--- src/bdda_pkg.sv ---
// ----------------------------------------------------------------------------
// bdda_pkg
// Shared types, constants and calendar helpers for the business-day adder.
// ----------------------------------------------------------------------------
package bdda_pkg;

  localparam int YEAR_W    = 14;
  localparam int MONTH_W   = 4;
  localparam int DAY_W     = 5;
  localparam int WDAY_W    = 3;
  localparam int VACDAYS_W = 12;

  localparam logic [WDAY_W-1:0]  SUNDAY   = 3'd0;
  localparam logic [WDAY_W-1:0]  SATURDAY = 3'd6;
  localparam logic [MONTH_W-1:0] JANUARY  = 4'd1;
  localparam logic [MONTH_W-1:0] FEBRUARY = 4'd2;
  localparam logic [MONTH_W-1:0] DECEMBER = 4'd12;

  // floor(x / 100) = (x * 5243) >> 19 for x below 2^15
  localparam logic [12:0] RECIP_100       = 13'd5243;
  localparam int          RECIP_100_SHIFT = 19;
  // floor(x / 7) = (x * 37450) >> 18 for x below 21846
  localparam logic [15:0] RECIP_7         = 16'd37450;
  localparam int          RECIP_7_SHIFT   = 18;

  localparam logic [DAY_W-1:0] MONTH_LEN [12] = '{
    5'd31, 5'd28, 5'd31, 5'd30, 5'd31, 5'd30,
    5'd31, 5'd31, 5'd30, 5'd31, 5'd30, 5'd31
  };

  typedef struct packed {
    logic [YEAR_W-1:0]  year;
    logic [MONTH_W-1:0] month;
    logic [DAY_W-1:0]   day;
    logic [WDAY_W-1:0]  wday;
  } date_t;

  function automatic logic is_leap(input logic [YEAR_W-1:0] y);
    logic [26:0]       p;
    logic [7:0]        q;
    logic [YEAR_W-1:0] r;
    p = 27'(y) * 27'(RECIP_100);
    q = p[26:RECIP_100_SHIFT];
    r = y - YEAR_W'(q) * YEAR_W'(100);
    return ((y[1:0] == 2'd0) && (r != '0)) || ((r == '0) && (q[1:0] == 2'd0));
  endfunction

  function automatic logic [DAY_W-1:0] days_in(input logic [YEAR_W-1:0] y,
                                               input logic [MONTH_W-1:0] m);
    logic [DAY_W-1:0] len;
    if (m < JANUARY || m > DECEMBER) begin
      len = '0;
    end else if (m == FEBRUARY) begin
      len = is_leap(y) ? 5'd29 : 5'd28;
    end else begin
      len = MONTH_LEN[m - JANUARY];
    end
    return len;
  endfunction

  // floor(31 * mm / 12) for the shifted month 1..12
  function automatic logic [DAY_W-1:0] month_offset(input logic [MONTH_W-1:0] mm);
    logic [DAY_W-1:0] v;
    case (mm)
      4'd1:    v = 5'd2;
      4'd2:    v = 5'd5;
      4'd3:    v = 5'd7;
      4'd4:    v = 5'd10;
      4'd5:    v = 5'd12;
      4'd6:    v = 5'd15;
      4'd7:    v = 5'd18;
      4'd8:    v = 5'd20;
      4'd9:    v = 5'd23;
      4'd10:   v = 5'd25;
      4'd11:   v = 5'd28;
      4'd12:   v = 5'd31;
      default: v = 5'd0;
    endcase
    return v;
  endfunction

endpackage

--- src/bdda_in_if.sv ---
// ----------------------------------------------------------------------------
// bdda_in_if
// Request channel: start date and business-day count.
// ----------------------------------------------------------------------------
interface bdda_in_if import bdda_pkg::*; ();
  logic                 valid;
  logic                 ready;
  logic [YEAR_W-1:0]    start_year;
  logic [MONTH_W-1:0]   start_month;
  logic [DAY_W-1:0]     start_day;
  logic [VACDAYS_W-1:0] vacation_days;

  modport source (output valid, start_year, start_month, start_day, vacation_days,
                  input ready);
  modport sink (input valid, start_year, start_month, start_day, vacation_days,
                output ready);
endinterface

--- src/bdda_out_if.sv ---
// ----------------------------------------------------------------------------
// bdda_out_if
// Result channel: return date, weekday and invalid flag.
// ----------------------------------------------------------------------------
interface bdda_out_if import bdda_pkg::*; ();
  logic               valid;
  logic               ready;
  logic [YEAR_W-1:0]  return_year;
  logic [MONTH_W-1:0] return_month;
  logic [DAY_W-1:0]   return_day;
  logic [WDAY_W-1:0]  return_weekday;
  logic               date_invalid;

  modport source (output valid, return_year, return_month, return_day,
                  return_weekday, date_invalid, input ready);
  modport sink (input valid, return_year, return_month, return_day,
                return_weekday, date_invalid, output ready);
endinterface

--- src/bdda_step.sv ---
// ----------------------------------------------------------------------------
// bdda_step
// Calendar step unit: next date and weekday, month length, weekend flag.
// ----------------------------------------------------------------------------
module bdda_step import bdda_pkg::*; (
  input  date_t            cur,
  output date_t            nxt,
  output logic [DAY_W-1:0] dim,
  output logic             weekend
);

  assign dim     = days_in(cur.year, cur.month);
  assign weekend = (cur.wday == SUNDAY) || (cur.wday == SATURDAY);

  always_comb begin
    nxt = cur;
    if (cur.day >= dim) begin
      nxt.day = 5'd1;
      if (cur.month >= DECEMBER) begin
        nxt.month = JANUARY;
        nxt.year  = cur.year + YEAR_W'(1);
      end else begin
        nxt.month = cur.month + MONTH_W'(1);
      end
    end else begin
      nxt.day = cur.day + DAY_W'(1);
    end
    nxt.wday = (cur.wday == SATURDAY) ? SUNDAY : cur.wday + WDAY_W'(1);
  end

endmodule

--- src/bdda_weekday.sv ---
// ----------------------------------------------------------------------------
// bdda_weekday
// Multi-cycle weekday of a date, one shared reciprocal multiplier.
// ----------------------------------------------------------------------------
module bdda_weekday import bdda_pkg::*; (
  input  logic               clk,
  input  logic               rst,
  input  logic               start,
  input  date_t              date,
  output logic               done,
  output logic [WDAY_W-1:0]  wday
);

  localparam logic [2:0] W_IDLE = 3'd0;
  localparam logic [2:0] W_MUL1 = 3'd1;
  localparam logic [2:0] W_SUM  = 3'd2;
  localparam logic [2:0] W_MUL2 = 3'd3;
  localparam logic [2:0] W_REM  = 3'd4;

  logic [2:0]         state;
  logic [14:0]        yy;
  logic [MONTH_W-1:0] mm;
  logic [DAY_W-1:0]   dd;
  logic [14:0]        sum;
  logic [30:0]        prod;
  logic [14:0]        mul_a;
  logic [15:0]        mul_b;
  logic [7:0]         q100;
  logic [11:0]        q7;
  logic               early;

  assign early = (date.month <= FEBRUARY);
  assign q100  = prod[26:RECIP_100_SHIFT];
  assign q7    = prod[29:RECIP_7_SHIFT];

  // shared multiplier operands
  always_comb begin
    if (state == W_MUL1) begin
      mul_a = yy;
      mul_b = 16'(RECIP_100);
    end else begin
      mul_a = sum;
      mul_b = RECIP_7;
    end
  end

  always_ff @(posedge clk) begin
    if (rst) begin
      state <= W_IDLE;
      done  <= 1'b0;
    end else begin
      done <= (state == W_REM);
      case (state)
        W_IDLE: begin
          if (start) begin
            yy    <= 15'(date.year) + 15'd400 - 15'(early);
            mm    <= early ? date.month + MONTH_W'(10) : date.month - MONTH_W'(2);
            dd    <= date.day;
            state <= W_MUL1;
          end
        end
        W_MUL1: begin
          prod  <= 31'(mul_a) * 31'(mul_b);
          state <= W_SUM;
        end
        W_SUM: begin
          sum   <= 15'(dd) + yy + (yy >> 2) - 15'(q100) + 15'(q100 >> 2)
                   + 15'(month_offset(mm));
          state <= W_MUL2;
        end
        W_MUL2: begin
          prod  <= 31'(mul_a) * 31'(mul_b);
          state <= W_REM;
        end
        W_REM: begin
          wday  <= WDAY_W'(sum - {q7, 3'b000} + 15'(q7));
          state <= W_IDLE;
        end
        default: state <= W_IDLE;
      endcase
    end
  end

endmodule

--- src/business_day_date_adder_core.sv ---
// ----------------------------------------------------------------------------
// business_day_date_adder_core
// Adds a count of business days to a Gregorian date, one calendar day a cycle.
// ----------------------------------------------------------------------------
// One request is handled at a time and the request side is not ready meanwhile.
// A valid date passes a range check, then a four-step weekday calculation on
// one shared multiplier, then the step unit walks one calendar day per cycle,
// and a last step loads the output register. The number of calendar days walked
// is roughly 1.4 times the business-day count plus up to two weekend days at
// each end; the full count of 4095 walks about 5730 days. An invalid date goes
// from the range check straight to the last step. The result sits in an output
// register, so a new request is taken while the previous result still waits to
// be read; that request then holds in its last step until the result is read.
module business_day_date_adder_core import bdda_pkg::*; #(
  parameter int DAY_COUNT_WIDTH = 12
) (
  input  logic        clk,
  input  logic        rst,
  bdda_in_if.sink     din,
  bdda_out_if.source  dout
);

  localparam logic [2:0] S_IDLE  = 3'd0;
  localparam logic [2:0] S_CHECK = 3'd1;
  localparam logic [2:0] S_WDAY  = 3'd2;
  localparam logic [2:0] S_RUN   = 3'd3;
  localparam logic [2:0] S_DONE  = 3'd4;

  logic [2:0]                 state;
  date_t                      cur;
  date_t                      nxt;
  logic [DAY_W-1:0]           dim;
  logic                       weekend;
  logic [DAY_COUNT_WIDTH-1:0] rem;
  logic                       invalid;
  logic                       chk_bad;
  logic                       wd_start;
  logic                       wd_done;
  logic [WDAY_W-1:0]          wd_val;

  bdda_step u_step (
    .cur     (cur),
    .nxt     (nxt),
    .dim     (dim),
    .weekend (weekend)
  );

  bdda_weekday u_weekday (
    .clk   (clk),
    .rst   (rst),
    .start (wd_start),
    .date  (cur),
    .done  (wd_done),
    .wday  (wd_val)
  );

  assign din.ready = (state == S_IDLE);
  assign chk_bad   = (cur.month < JANUARY) || (cur.month > DECEMBER) ||
                     (cur.day == '0) || (cur.day > dim);

  always_ff @(posedge clk) begin
    if (rst) begin
      state      <= S_IDLE;
      wd_start   <= 1'b0;
      dout.valid <= 1'b0;
    end else begin
      wd_start <= (state == S_CHECK) && !chk_bad;
      if (dout.ready && (state != S_DONE)) begin
        dout.valid <= 1'b0;
      end
      case (state)
        S_IDLE: begin
          if (din.valid) begin
            cur.year  <= din.start_year;
            cur.month <= din.start_month;
            cur.day   <= din.start_day;
            cur.wday  <= SUNDAY;
            rem       <= DAY_COUNT_WIDTH'(din.vacation_days);
            state     <= S_CHECK;
          end
        end
        S_CHECK: begin
          invalid <= chk_bad;
          if (chk_bad) begin
            state <= S_DONE;
          end else begin
            state <= S_WDAY;
          end
        end
        S_WDAY: begin
          if (wd_done) begin
            cur.wday <= wd_val;
            state    <= S_RUN;
          end
        end
        S_RUN: begin
          if (weekend) begin
            cur <= nxt;
          end else if (rem != '0) begin
            rem <= rem - DAY_COUNT_WIDTH'(1);
            cur <= nxt;
          end else begin
            state <= S_DONE;
          end
        end
        S_DONE: begin
          if (!dout.valid || dout.ready) begin
            dout.return_year    <= cur.year;
            dout.return_month   <= cur.month;
            dout.return_day     <= cur.day;
            dout.return_weekday <= cur.wday;
            dout.date_invalid   <= invalid;
            dout.valid          <= 1'b1;
            state               <= S_IDLE;
          end
        end
        default: state <= S_IDLE;
      endcase
    end
  end

`ifndef NO_ASSERTIONS
  a_accept_to_check: assert property (@(posedge clk) disable iff (rst)
    din.valid && din.ready |=> state == S_CHECK)
    else $error("accepted item did not start the range check");

  a_wday_done_when_waiting: assert property (@(posedge clk) disable iff (rst)
    wd_done |-> state == S_WDAY)
    else $error("weekday unit finished outside its wait state");

  a_result_on_weekday: assert property (@(posedge clk) disable iff (rst)
    dout.valid && !dout.date_invalid |->
      dout.return_weekday != SUNDAY && dout.return_weekday != SATURDAY)
    else $error("valid result lands on a weekend");

  a_invalid_weekday_zero: assert property (@(posedge clk) disable iff (rst)
    dout.valid && dout.date_invalid |-> dout.return_weekday == SUNDAY)
    else $error("invalid result carries a weekday");

  a_run_wday_range: assert property (@(posedge clk) disable iff (rst)
    state == S_RUN |-> cur.wday <= SATURDAY)
    else $error("tracked weekday out of range");
`endif

endmodule

--- src/flat_wrapper.sv ---
// flat-port wrapper written by rule: the top's interface ports become plain ports
module business_day_date_adder_core_flat import bdda_pkg::*;
#(
  parameter int DAY_COUNT_WIDTH = 12
)
  (clk, rst, din_valid, din_start_year, din_start_month, din_start_day, din_vacation_days, din_ready, dout_valid, dout_return_year, dout_return_month, dout_return_day, dout_return_weekday, dout_date_invalid, dout_ready);
  bdda_in_if din_i ();
  bdda_out_if dout_i ();
  input  logic clk;
  input  logic rst;
  input wire logic [$bits(din_i.valid)-1:0] din_valid;
  input wire logic [$bits(din_i.start_year)-1:0] din_start_year;
  input wire logic [$bits(din_i.start_month)-1:0] din_start_month;
  input wire logic [$bits(din_i.start_day)-1:0] din_start_day;
  input wire logic [$bits(din_i.vacation_days)-1:0] din_vacation_days;
  output wire logic [$bits(din_i.ready)-1:0] din_ready;
  output wire logic [$bits(dout_i.valid)-1:0] dout_valid;
  output wire logic [$bits(dout_i.return_year)-1:0] dout_return_year;
  output wire logic [$bits(dout_i.return_month)-1:0] dout_return_month;
  output wire logic [$bits(dout_i.return_day)-1:0] dout_return_day;
  output wire logic [$bits(dout_i.return_weekday)-1:0] dout_return_weekday;
  output wire logic [$bits(dout_i.date_invalid)-1:0] dout_date_invalid;
  input wire logic [$bits(dout_i.ready)-1:0] dout_ready;
  assign din_i.valid = din_valid;
  assign din_i.start_year = din_start_year;
  assign din_i.start_month = din_start_month;
  assign din_i.start_day = din_start_day;
  assign din_i.vacation_days = din_vacation_days;
  assign din_ready = din_i.ready;
  assign dout_valid = dout_i.valid;
  assign dout_return_year = dout_i.return_year;
  assign dout_return_month = dout_i.return_month;
  assign dout_return_day = dout_i.return_day;
  assign dout_return_weekday = dout_i.return_weekday;
  assign dout_date_invalid = dout_i.date_invalid;
  assign dout_i.ready = dout_ready;
  business_day_date_adder_core #(.DAY_COUNT_WIDTH(DAY_COUNT_WIDTH)) u_core (.clk(clk), .rst(rst), .din(din_i), .dout(dout_i));
endmodule
--- config.mk ---
export PLATFORM = sky130hd
export DESIGN_NAME = business_day_date_adder_core_flat
export DESIGN_NICKNAME = d
export VERILOG_FILES = /design/src/bdda_pkg.sv /design/src/bdda_in_if.sv /design/src/bdda_out_if.sv /design/src/bdda_step.sv /design/src/bdda_weekday.sv /design/src/business_day_date_adder_core.sv /design/src/flat_wrapper.sv
export SDC_FILE = /design/constraint.sdc
export NUM_CORES = 1
export LEC_CHECK = 0
export ABC_AREA = 1
export CAP_MARGIN = 20
export CORE_ASPECT_RATIO = 0.5
export CORE_UTILIZATION = 40
export CTS_CLUSTER_SIZE = 24
export DETAILED_ROUTE_END_ITERATION = 6
export DONT_BUFFER_PORTS = 1
export SETUP_SLACK_MARGIN = 0.02
export SYNTH_ARGS = -nofsm -noshare
export SYNTH_HDL_FRONTEND = slang
export SYNTH_SLANG_ARGS = --single-unit
--- constraint.sdc ---
create_clock -name clk -period 11.25 [get_ports clk]
set_input_delay 2.8125 -clock clk [delete_from_list [all_inputs] [get_ports clk]]
set_output_delay 2.8125 -clock clk [all_outputs]
set_load 0.01 [all_outputs]
Word level (Yosys, flattened, before mapping). Memories as Yosys holds them, arrays and structs flattened. A register that Yosys moved wholly into a read port is not among the register bits. Index checks and enable logic that the tools add are counted.

$add $sub $neg: 18. $mul: 3. Magnitude comparators: 7. Equal/unequal tests: 19. Muxes and demuxes: 38. Bitwise operators: 2. Reduce and logical (&&, ||, !) cells: 34.

Operator list (number): $mux W26 (3); $pmux W23 S2 (1); $mux W12 (3); $mux W5 (7); $mul A14 B13 Y27 const B (1); $mul A15 B16 Y27 (1); $mux W3 (9); $pmux W12 S2 (1); $mux W18 (1); $mux W16 (1); $add A14 B9 Y15 const B (1); $add A15 B13 Y15 (1); $add A15 B5 Y15 (1); $add A15 B6 Y15 (1); $add A5 B15 Y15 (1); $mux W15 (1); $pmux W3 S5 (1); $reduce_and A5 Y1 (3); $sub A15 B1 Y15 (1); $sub A15 B8 Y15 (1); $add A14 B1 Y14 const B (1); $logic_not A14 Y1 (1); $mux W14 (1); $reduce_bool A14 Y1 (1); 45 further kinds (77).

Register bits: 144. Bits in read-only memories: 160. Bits of input ports: 39. Output and inout bits: 29. Logic and storage cells: 145. Memories: 2.

Memories: (name not given) (words 16, width 5, rd ports 1, clocked after memory_dff 0, write ports 0, line bdda_pkg.sv:56) `len = MONTH_LEN[m - JANUARY];`; (name not given) (words 16, width 5, rd ports 1, clocked after memory_dff 1, write ports 0, line bdda_pkg.sv:64) `case (mm)`.

Depth between registers and ports, before layout. Gate-level depths: netlist of run 1.

Depth after elaboration: 14. Depth in mapped cells: 52. Depth with buffers taken out: 52.

Cells and area by module. From an unflattened synthesis of run 1, not the netlist that was laid out.

Cell total of the unflattened synthesis: 2046. Area, all modules: 17978.5 sq um.

Modules (own cells, without submodules): bdda_weekday (times used 1, cells each 1077, area each 9345.2 sq um, seq. area each 1711.6 sq um); bdda_step (times used 1, cells each 661, area each 5439.0 sq um, seq. area each 0.0 sq um); business_day_date_adder_core (times used 1, cells each 308, area each 3194.3 sq um, seq. area each 2082.0 sq um).

Worst setup path before layout of run 1. Ideal clock, no wire load.

Path type: register -> register. From: reg, netlist name u_core.cur[23]. To: reg, netlist name u_core.cur[12]. Library setup time: 421 ps. Arrival: 9674 ps. Data required time: 10829 ps. Path slack: 1154 ps. Stages on the path, launching flop included: 49. Path buffers: 0. Clock period less this slack: 10096 ps. Cells stage by stage: edfxtp_1 -> fa_1 -> ha_1 -> inv_1 -> fa_1 -> inv_1 -> fa_1 -> inv_1 -> fa_1 -> inv_1 -> ha_1 -> nand2_1 -> nor4_4 -> nand2_2 -> nand2_2 -> inv_1 -> o21ai_0 -> xor2_1 -> [... 13 more ...] -> nand2_1 -> inv_1 -> a221oi_1 -> nand2_1 -> nand2_1 -> nand2_1 -> nor2_1 -> nand2_1 -> nand2_1 -> nand2_1 -> ha_1 -> inv_1 -> nand2_1 -> nand3_1 -> a21oi_1 -> nand2_1 -> inv_1 -> nor4_1.

==> results.ini, run 1 <==
[cells_and_area]
final_common_cell=inv_1
finish.net_count=2366
drive_gt1_share_pct=4.46
layout_common_cells=439 x inv_1, 318 x ha_1, 215 x nand2_1
area_growth_pct=8.15
final_area_um2=18300
antennaDiodeCount=0

[logic_synthesis]
synth_flop_cell=edfxtp_1
syn_inst=1803
async_flop_share_pct=0
syn_area_per_cell_um2=9.38
synth-seq-area-share_pct=22.4
synth_edf_count=117
yosysUniqueCellTypes=53
synth_seq_cells=131
yosysWarningCount=0
syn_area_um2=16900

[critical_path]
cp_data_arrival_time_ps=10170
critPathSlowestCell=edfxtp_1
critical_path_class=reg2reg
timing.critical_path.buf_inv=9
crit_path_frequent_cell=nand2_1
cp.required_ps=11360
startpoint_type=register
end_kind=register
max_stage_delay_ps=840
cp_max_fo=14
path_delay_family=adder cells

[global_routing]
grt_pass1_vias=11600
gr-total-overflow=0
grt_max_degree=41
groute.usage.overall_pct=17.2
antenna_found_initial=0
grt_first_pass_wirelength_um=58700

[routing]
ant_nets=0
drc=0
dr_total_vias=11500
vias_per_cell=4.78
wl_per_cell_um=14.7
drt_iter0_drc=612
routed_wirelength_um=35300
firstDrtPassIters=7

[timing]
worstMarginPinSlew_ps=760
min_period_ps=10060
rsz0062_at_grt=no
final_max_slew_viol_count=0
fmax_mhz=99.4
setup-tns-final_ps=0
fin_skew_ps=12.4
slew_headroom_pct=49.3
fin_ws_ps=1190
period_share_pct=89.4
finalSetupViolCount=0
final_hold_viol_count=0

[floorplanning]
die-area_um2=43100
io_pins=68
die_h_um=147
rows=52
start_util_pct=41.2
coreArea_um2=41100
die_x_um=293

[placed_design]
numPortBuffers=0
place_congestion=0.878
place_area_um2=17700
place_ws_ps=1210
hpwl_um=30400

[clocking]
clk_latency_ps=420
cts_resized=0
numCtsBuffers=17
cts_buffer_depth=2
cts.htree.levels=4
cts_sinks=131
hold_buffers=0
cts_root_buffer=clkbuf_16
cts_setup_buffers=0
tritoncts=built
cts.clk_slew.worst_paths_ps=70

[run_status]
outcome=complete, no violations

[worst_hold_path]
hold_class=reg2reg

[run]
cap_violations=0

synth_stat cells, types with 4 or more instances:
cell        n  area share (%)
ha_1      318              24
inv_1     439             9.7
fa_1      182              22
a31oi_1    12            0.44
a21o_1      5            0.22
clkbuf_1   13            0.29
a211oi_1    5            0.22
xnor2_1    22             1.1
nand2_4     5            0.33
o31ai_1     4            0.18
xor2_1     61             3.2
o21ai_0    65             1.9
a21oi_1    78             2.3
or2_2       5            0.19
dfxtp_1    14             1.7
edfxtp_1  117              21
o21ai_1     7            0.21
o211ai_1    5            0.22
inv_2       5            0.11
nor4_1     10            0.37
nand3_1    42             1.2
nand4_1     7            0.26
nand2_2     7            0.26
nor2_1    103             2.3
nor3_1     12            0.36
nand2_1   215             4.8
o21bai_1    6            0.27
nand3_2     4            0.24
state kept, by name (all words and copies together), names as in the netlist, 4 cells and up, named ones only:
register                  count
u_core.cur                   26
u_core.dout.return_day        5
u_core.dout.return_month      4
u_core.dout.return_year      14
u_core.rem                   12
u_core.u_weekday.dd           5
u_core.u_weekday.mm           4
u_core.u_weekday.prod         9
u_core.u_weekday.sum         15
u_core.u_weekday.yy          15
worst reg2reg max path, delay by kind of cell, from the launching register on:
| kind | cells | cell delay [ps] |
|---|---|---|
| buf+inv | 9 | 760 |
| xor+xnor | 2 | 550 |
| flops | 1 | 840 |
| simple gates | 15 | 1410 |
| fa+ha+maj | 12 | 4670 |
| compound gates | 9 | 1510 |
cell type report:
class / instances / area (um^2)
Fill cell: 3938 / 22800
Multi-Input combinational cell: 1220 / 11400
Sequential cell: 131 / 3790
Inverter: 445 / 1670
Tap cell: 567 / 709
Clock buffer: 17 / 425
Clock inverter: 15 / 163
Timing Repair Buffer: 12 / 90.1
routing by layer:
metal,vias to the layer above,GRT usage [%],share of wire (%)
met5,-,0,0
li1,5796,-,-
met3,34,1.75,2.9
met4,0,4.14,1.6
met2,181,28.9,47
met1,5493,23.8,49
worst paths after layout:
check            startpoint                       end  slack [ps]  depth (start not counted)
min          u_core.invalid  u_core.dout.date_invalid         430                          0
max reg2reg  u_core.cur[23]            u_core.cur[21]        1190                         47
min reg2reg  u_core.invalid  u_core.dout.date_invalid         430                          0
max          u_core.cur[23]            u_core.cur[21]        1190                         47
logic make-up (layout without fill, tap and decap cells):
group	Yosys count	count (layout)	synth area share [%]
buffers and inverters	459	489	10.2
AO/OA/AOI/OAI	203	203	6.80
flip-flops	131	131	22.4
adder cells (fa/ha/maj)	500	500	45.1
AND/OR/NAND/NOR	425	425	11.1
other	2	9	0.0444
XOR/XNOR	83	83	4.30
per-stage QoR:
step	utilization, %	cells	hold slack, ps
2_1_floorplan	-	1810	400
3_3_place_gp	43.1	2374	401
3_5_place_dp	43.1	2374	417
4_1_cts	44.5	2406	433
5_1_grt	44.5	2407	440
6_report	44.5	2407	435
Power of run 1 is not shown: default switching activity piles up to over one toggle a cycle in this logic, so the estimate is an artifact.
==> run 2: changes to the inputs <==
--- a/config.mk
+++ b/config.mk
@@ -7,11 +7,12 @@
 export LEC_CHECK = 0
 export ABC_AREA = 1
 export CAP_MARGIN = 20
-export CORE_ASPECT_RATIO = 0.5
+export CORE_ASPECT_RATIO = 1.75
 export CORE_UTILIZATION = 40
 export CTS_CLUSTER_SIZE = 24
 export DETAILED_ROUTE_END_ITERATION = 6
 export DONT_BUFFER_PORTS = 1
+export PLACE_DENSITY_LB_ADDON = 0.08
 export SETUP_SLACK_MARGIN = 0.02
 export SYNTH_ARGS = -nofsm -noshare
 export SYNTH_HDL_FRONTEND = slang
==> results.ini, run 2 (synthesized netlist as in run 1, its figures left out) <==
[critical_path]
max_stage_delay_ps=760  ; -80 ps
timing.critical_path.buf_inv=9  ; unchanged
cp_data_arrival_time_ps=10200  ; +30 ps
end_kind=register
cp_max_fo=14  ; unchanged
path_delay_family=adder cells
critical_path_class=reg2reg
cp.required_ps=11360  ; about the same
startpoint_type=register
critPathSlowestCell=edfxtp_1

[floorplanning]
io_pins=68  ; unchanged
die-area_um2=43100  ; about the same
die_x_um=157  ; -46%
start_util_pct=40.5  ; -0.68 points
coreArea_um2=41700  ; +1.7%
rows=99  ; +90%
die_h_um=274  ; +86%

[clocking]
numCtsBuffers=17  ; unchanged
cts.clk_slew.worst_paths_ps=70  ; about the same
cts_root_buffer=clkbuf_16
cts_buffer_depth=2  ; unchanged
cts_resized=0  ; unchanged
clk_latency_ps=430  ; about the same
hold_buffers=0  ; unchanged
cts.htree.levels=4  ; unchanged
cts_setup_buffers=0  ; unchanged
tritoncts=built
cts_sinks=131  ; unchanged

[placed_design]
place_area_um2=17700  ; +0.27%
hpwl_um=38000  ; +25%
dp_cells=2370  ; -0.17%
place_congestion=0.893  ; +1.7%
numPortBuffers=0  ; unchanged

[timing]
holdWs_ps=432  ; -3.05 ps
worstMarginPinSlew_ps=923  ; +163 ps
slew_headroom_pct=38.4  ; -11 points
rsz0062_at_grt=no
fmax_mhz=99.1  ; -0.28%
min_period_ps=10090  ; +28.1 ps
final_max_slew_viol_count=0  ; unchanged
fin_skew_ps=15.6  ; +3.20 ps
finalSetupViolCount=0  ; unchanged
final_hold_viol_count=0  ; unchanged
setup-tns-final_ps=0  ; unchanged
period_share_pct=89.7  ; +0.25 points

[cells_and_area]
largestRegisters=u_core.cur x26, u_core.u_weekday.sum x15, u_core.u_weekday.yy x15
drive_gt1_share_pct=4.82  ; +0.36 points
layout_common_cells=439 x inv_1, 318 x ha_1, 215 x nand2_1
register_area_um2=3790  ; unchanged
largest-register=u_core.cur
area_growth_pct=8.34
final_area_um2=18300  ; +0.18%
finish.net_count=2373  ; +0.30%
instances_no_fill=2403  ; -0.17%
fillers=4140  ; +5.1%
final_common_cell=inv_1
multi_input_area_um2=11400  ; about the same
largest_reg_flops=26  ; unchanged

[routing]
ant_nets=0  ; unchanged
drt_iter0_drc=400  ; -35%
wl_per_cell_um=18.0  ; +22%
firstDrtPassIters=7  ; unchanged
routed_wirelength_um=43200  ; +22%
dr_total_vias=11800  ; +2.2%
drc=0  ; unchanged
vias_per_cell=4.89  ; +2.4%

[run_status]
outcome=complete, no violations

[global_routing]
antenna_found_initial=1  ; +1
grt_pass1_vias=12900  ; +11%
groute.usage.overall_pct=21.3  ; +4.1 points
grt_first_pass_wirelength_um=67600  ; +15%
gr-total-overflow=0  ; unchanged
grt_max_degree=52  ; +27%

[worst_hold_path]
hold_class=reg2reg

[run]
cap_violations=0  ; unchanged

==> run 2: changes by cell type in the layout (fill, tap and decap cells not counted), sizes merged <==
cell	change
buf	+7
clkbuf	+2
clkinv	-2
clkinvlp	-2
bufinv	+1
diode	+1
inv	+1
==> run 2: worst reg2reg max path: cells and delay by family (launching register included) <==
family,cells,cell delay [ps]
adders and majority gates,12,4640
and+or+nand+nor,15,1950
AOI/OAI and AO/OA,6,1090
DFF,1,760
buffers and inverters,9,750
xor gates and xnor gates,3,580
==> run 2: path summary, 6_finish.rpt <==
check             slack (ps)  cells past startpoint                  endpoint           start
setup reg to reg        1160                     45            u_core.cur[13]  u_core.cur[25]
hold reg to reg          430                      0  u_core.dout.date_invalid  u_core.invalid
setup / recovery        1160                     45            u_core.cur[13]  u_core.cur[25]
hold / removal           430                      0  u_core.dout.date_invalid  u_core.invalid
==> run 2: per-stage QoR <==
stage	setup slack [ps]	util (%)
final	1160	43.9
after global routing	459	43.9
after CTS	1130	43.9
after detailed placement	1170	42.5
after global placement	1280	42.5
after floorplan	1150	-
==> run 2: layout make-up <==
class                   instances  share of cell area [%]
diodes                          1                  0.0137
clock inverters                13                   0.738
repair buffers                 19                   0.779
flip-flops and latches        131                    20.7
clock buffers                  19                    2.42
well taps                     555                    3.79
inverters                     445                    9.12
multi-input cells            1220                    62.4
==> run 2: per-layer routing <==
layer | track usage [%] | vias to the layer above | share of wire, %
met4 | 9.86 | 0 | 4.2
li1 | - | 5803 | -
met1 | 18.8 | 5740 | 33
met2 | 45.3 | 148 | 62
met5 | 0 | - | 0
met3 | 2.51 | 66 | 1.6
Power of run 2 is left out for the same reason.
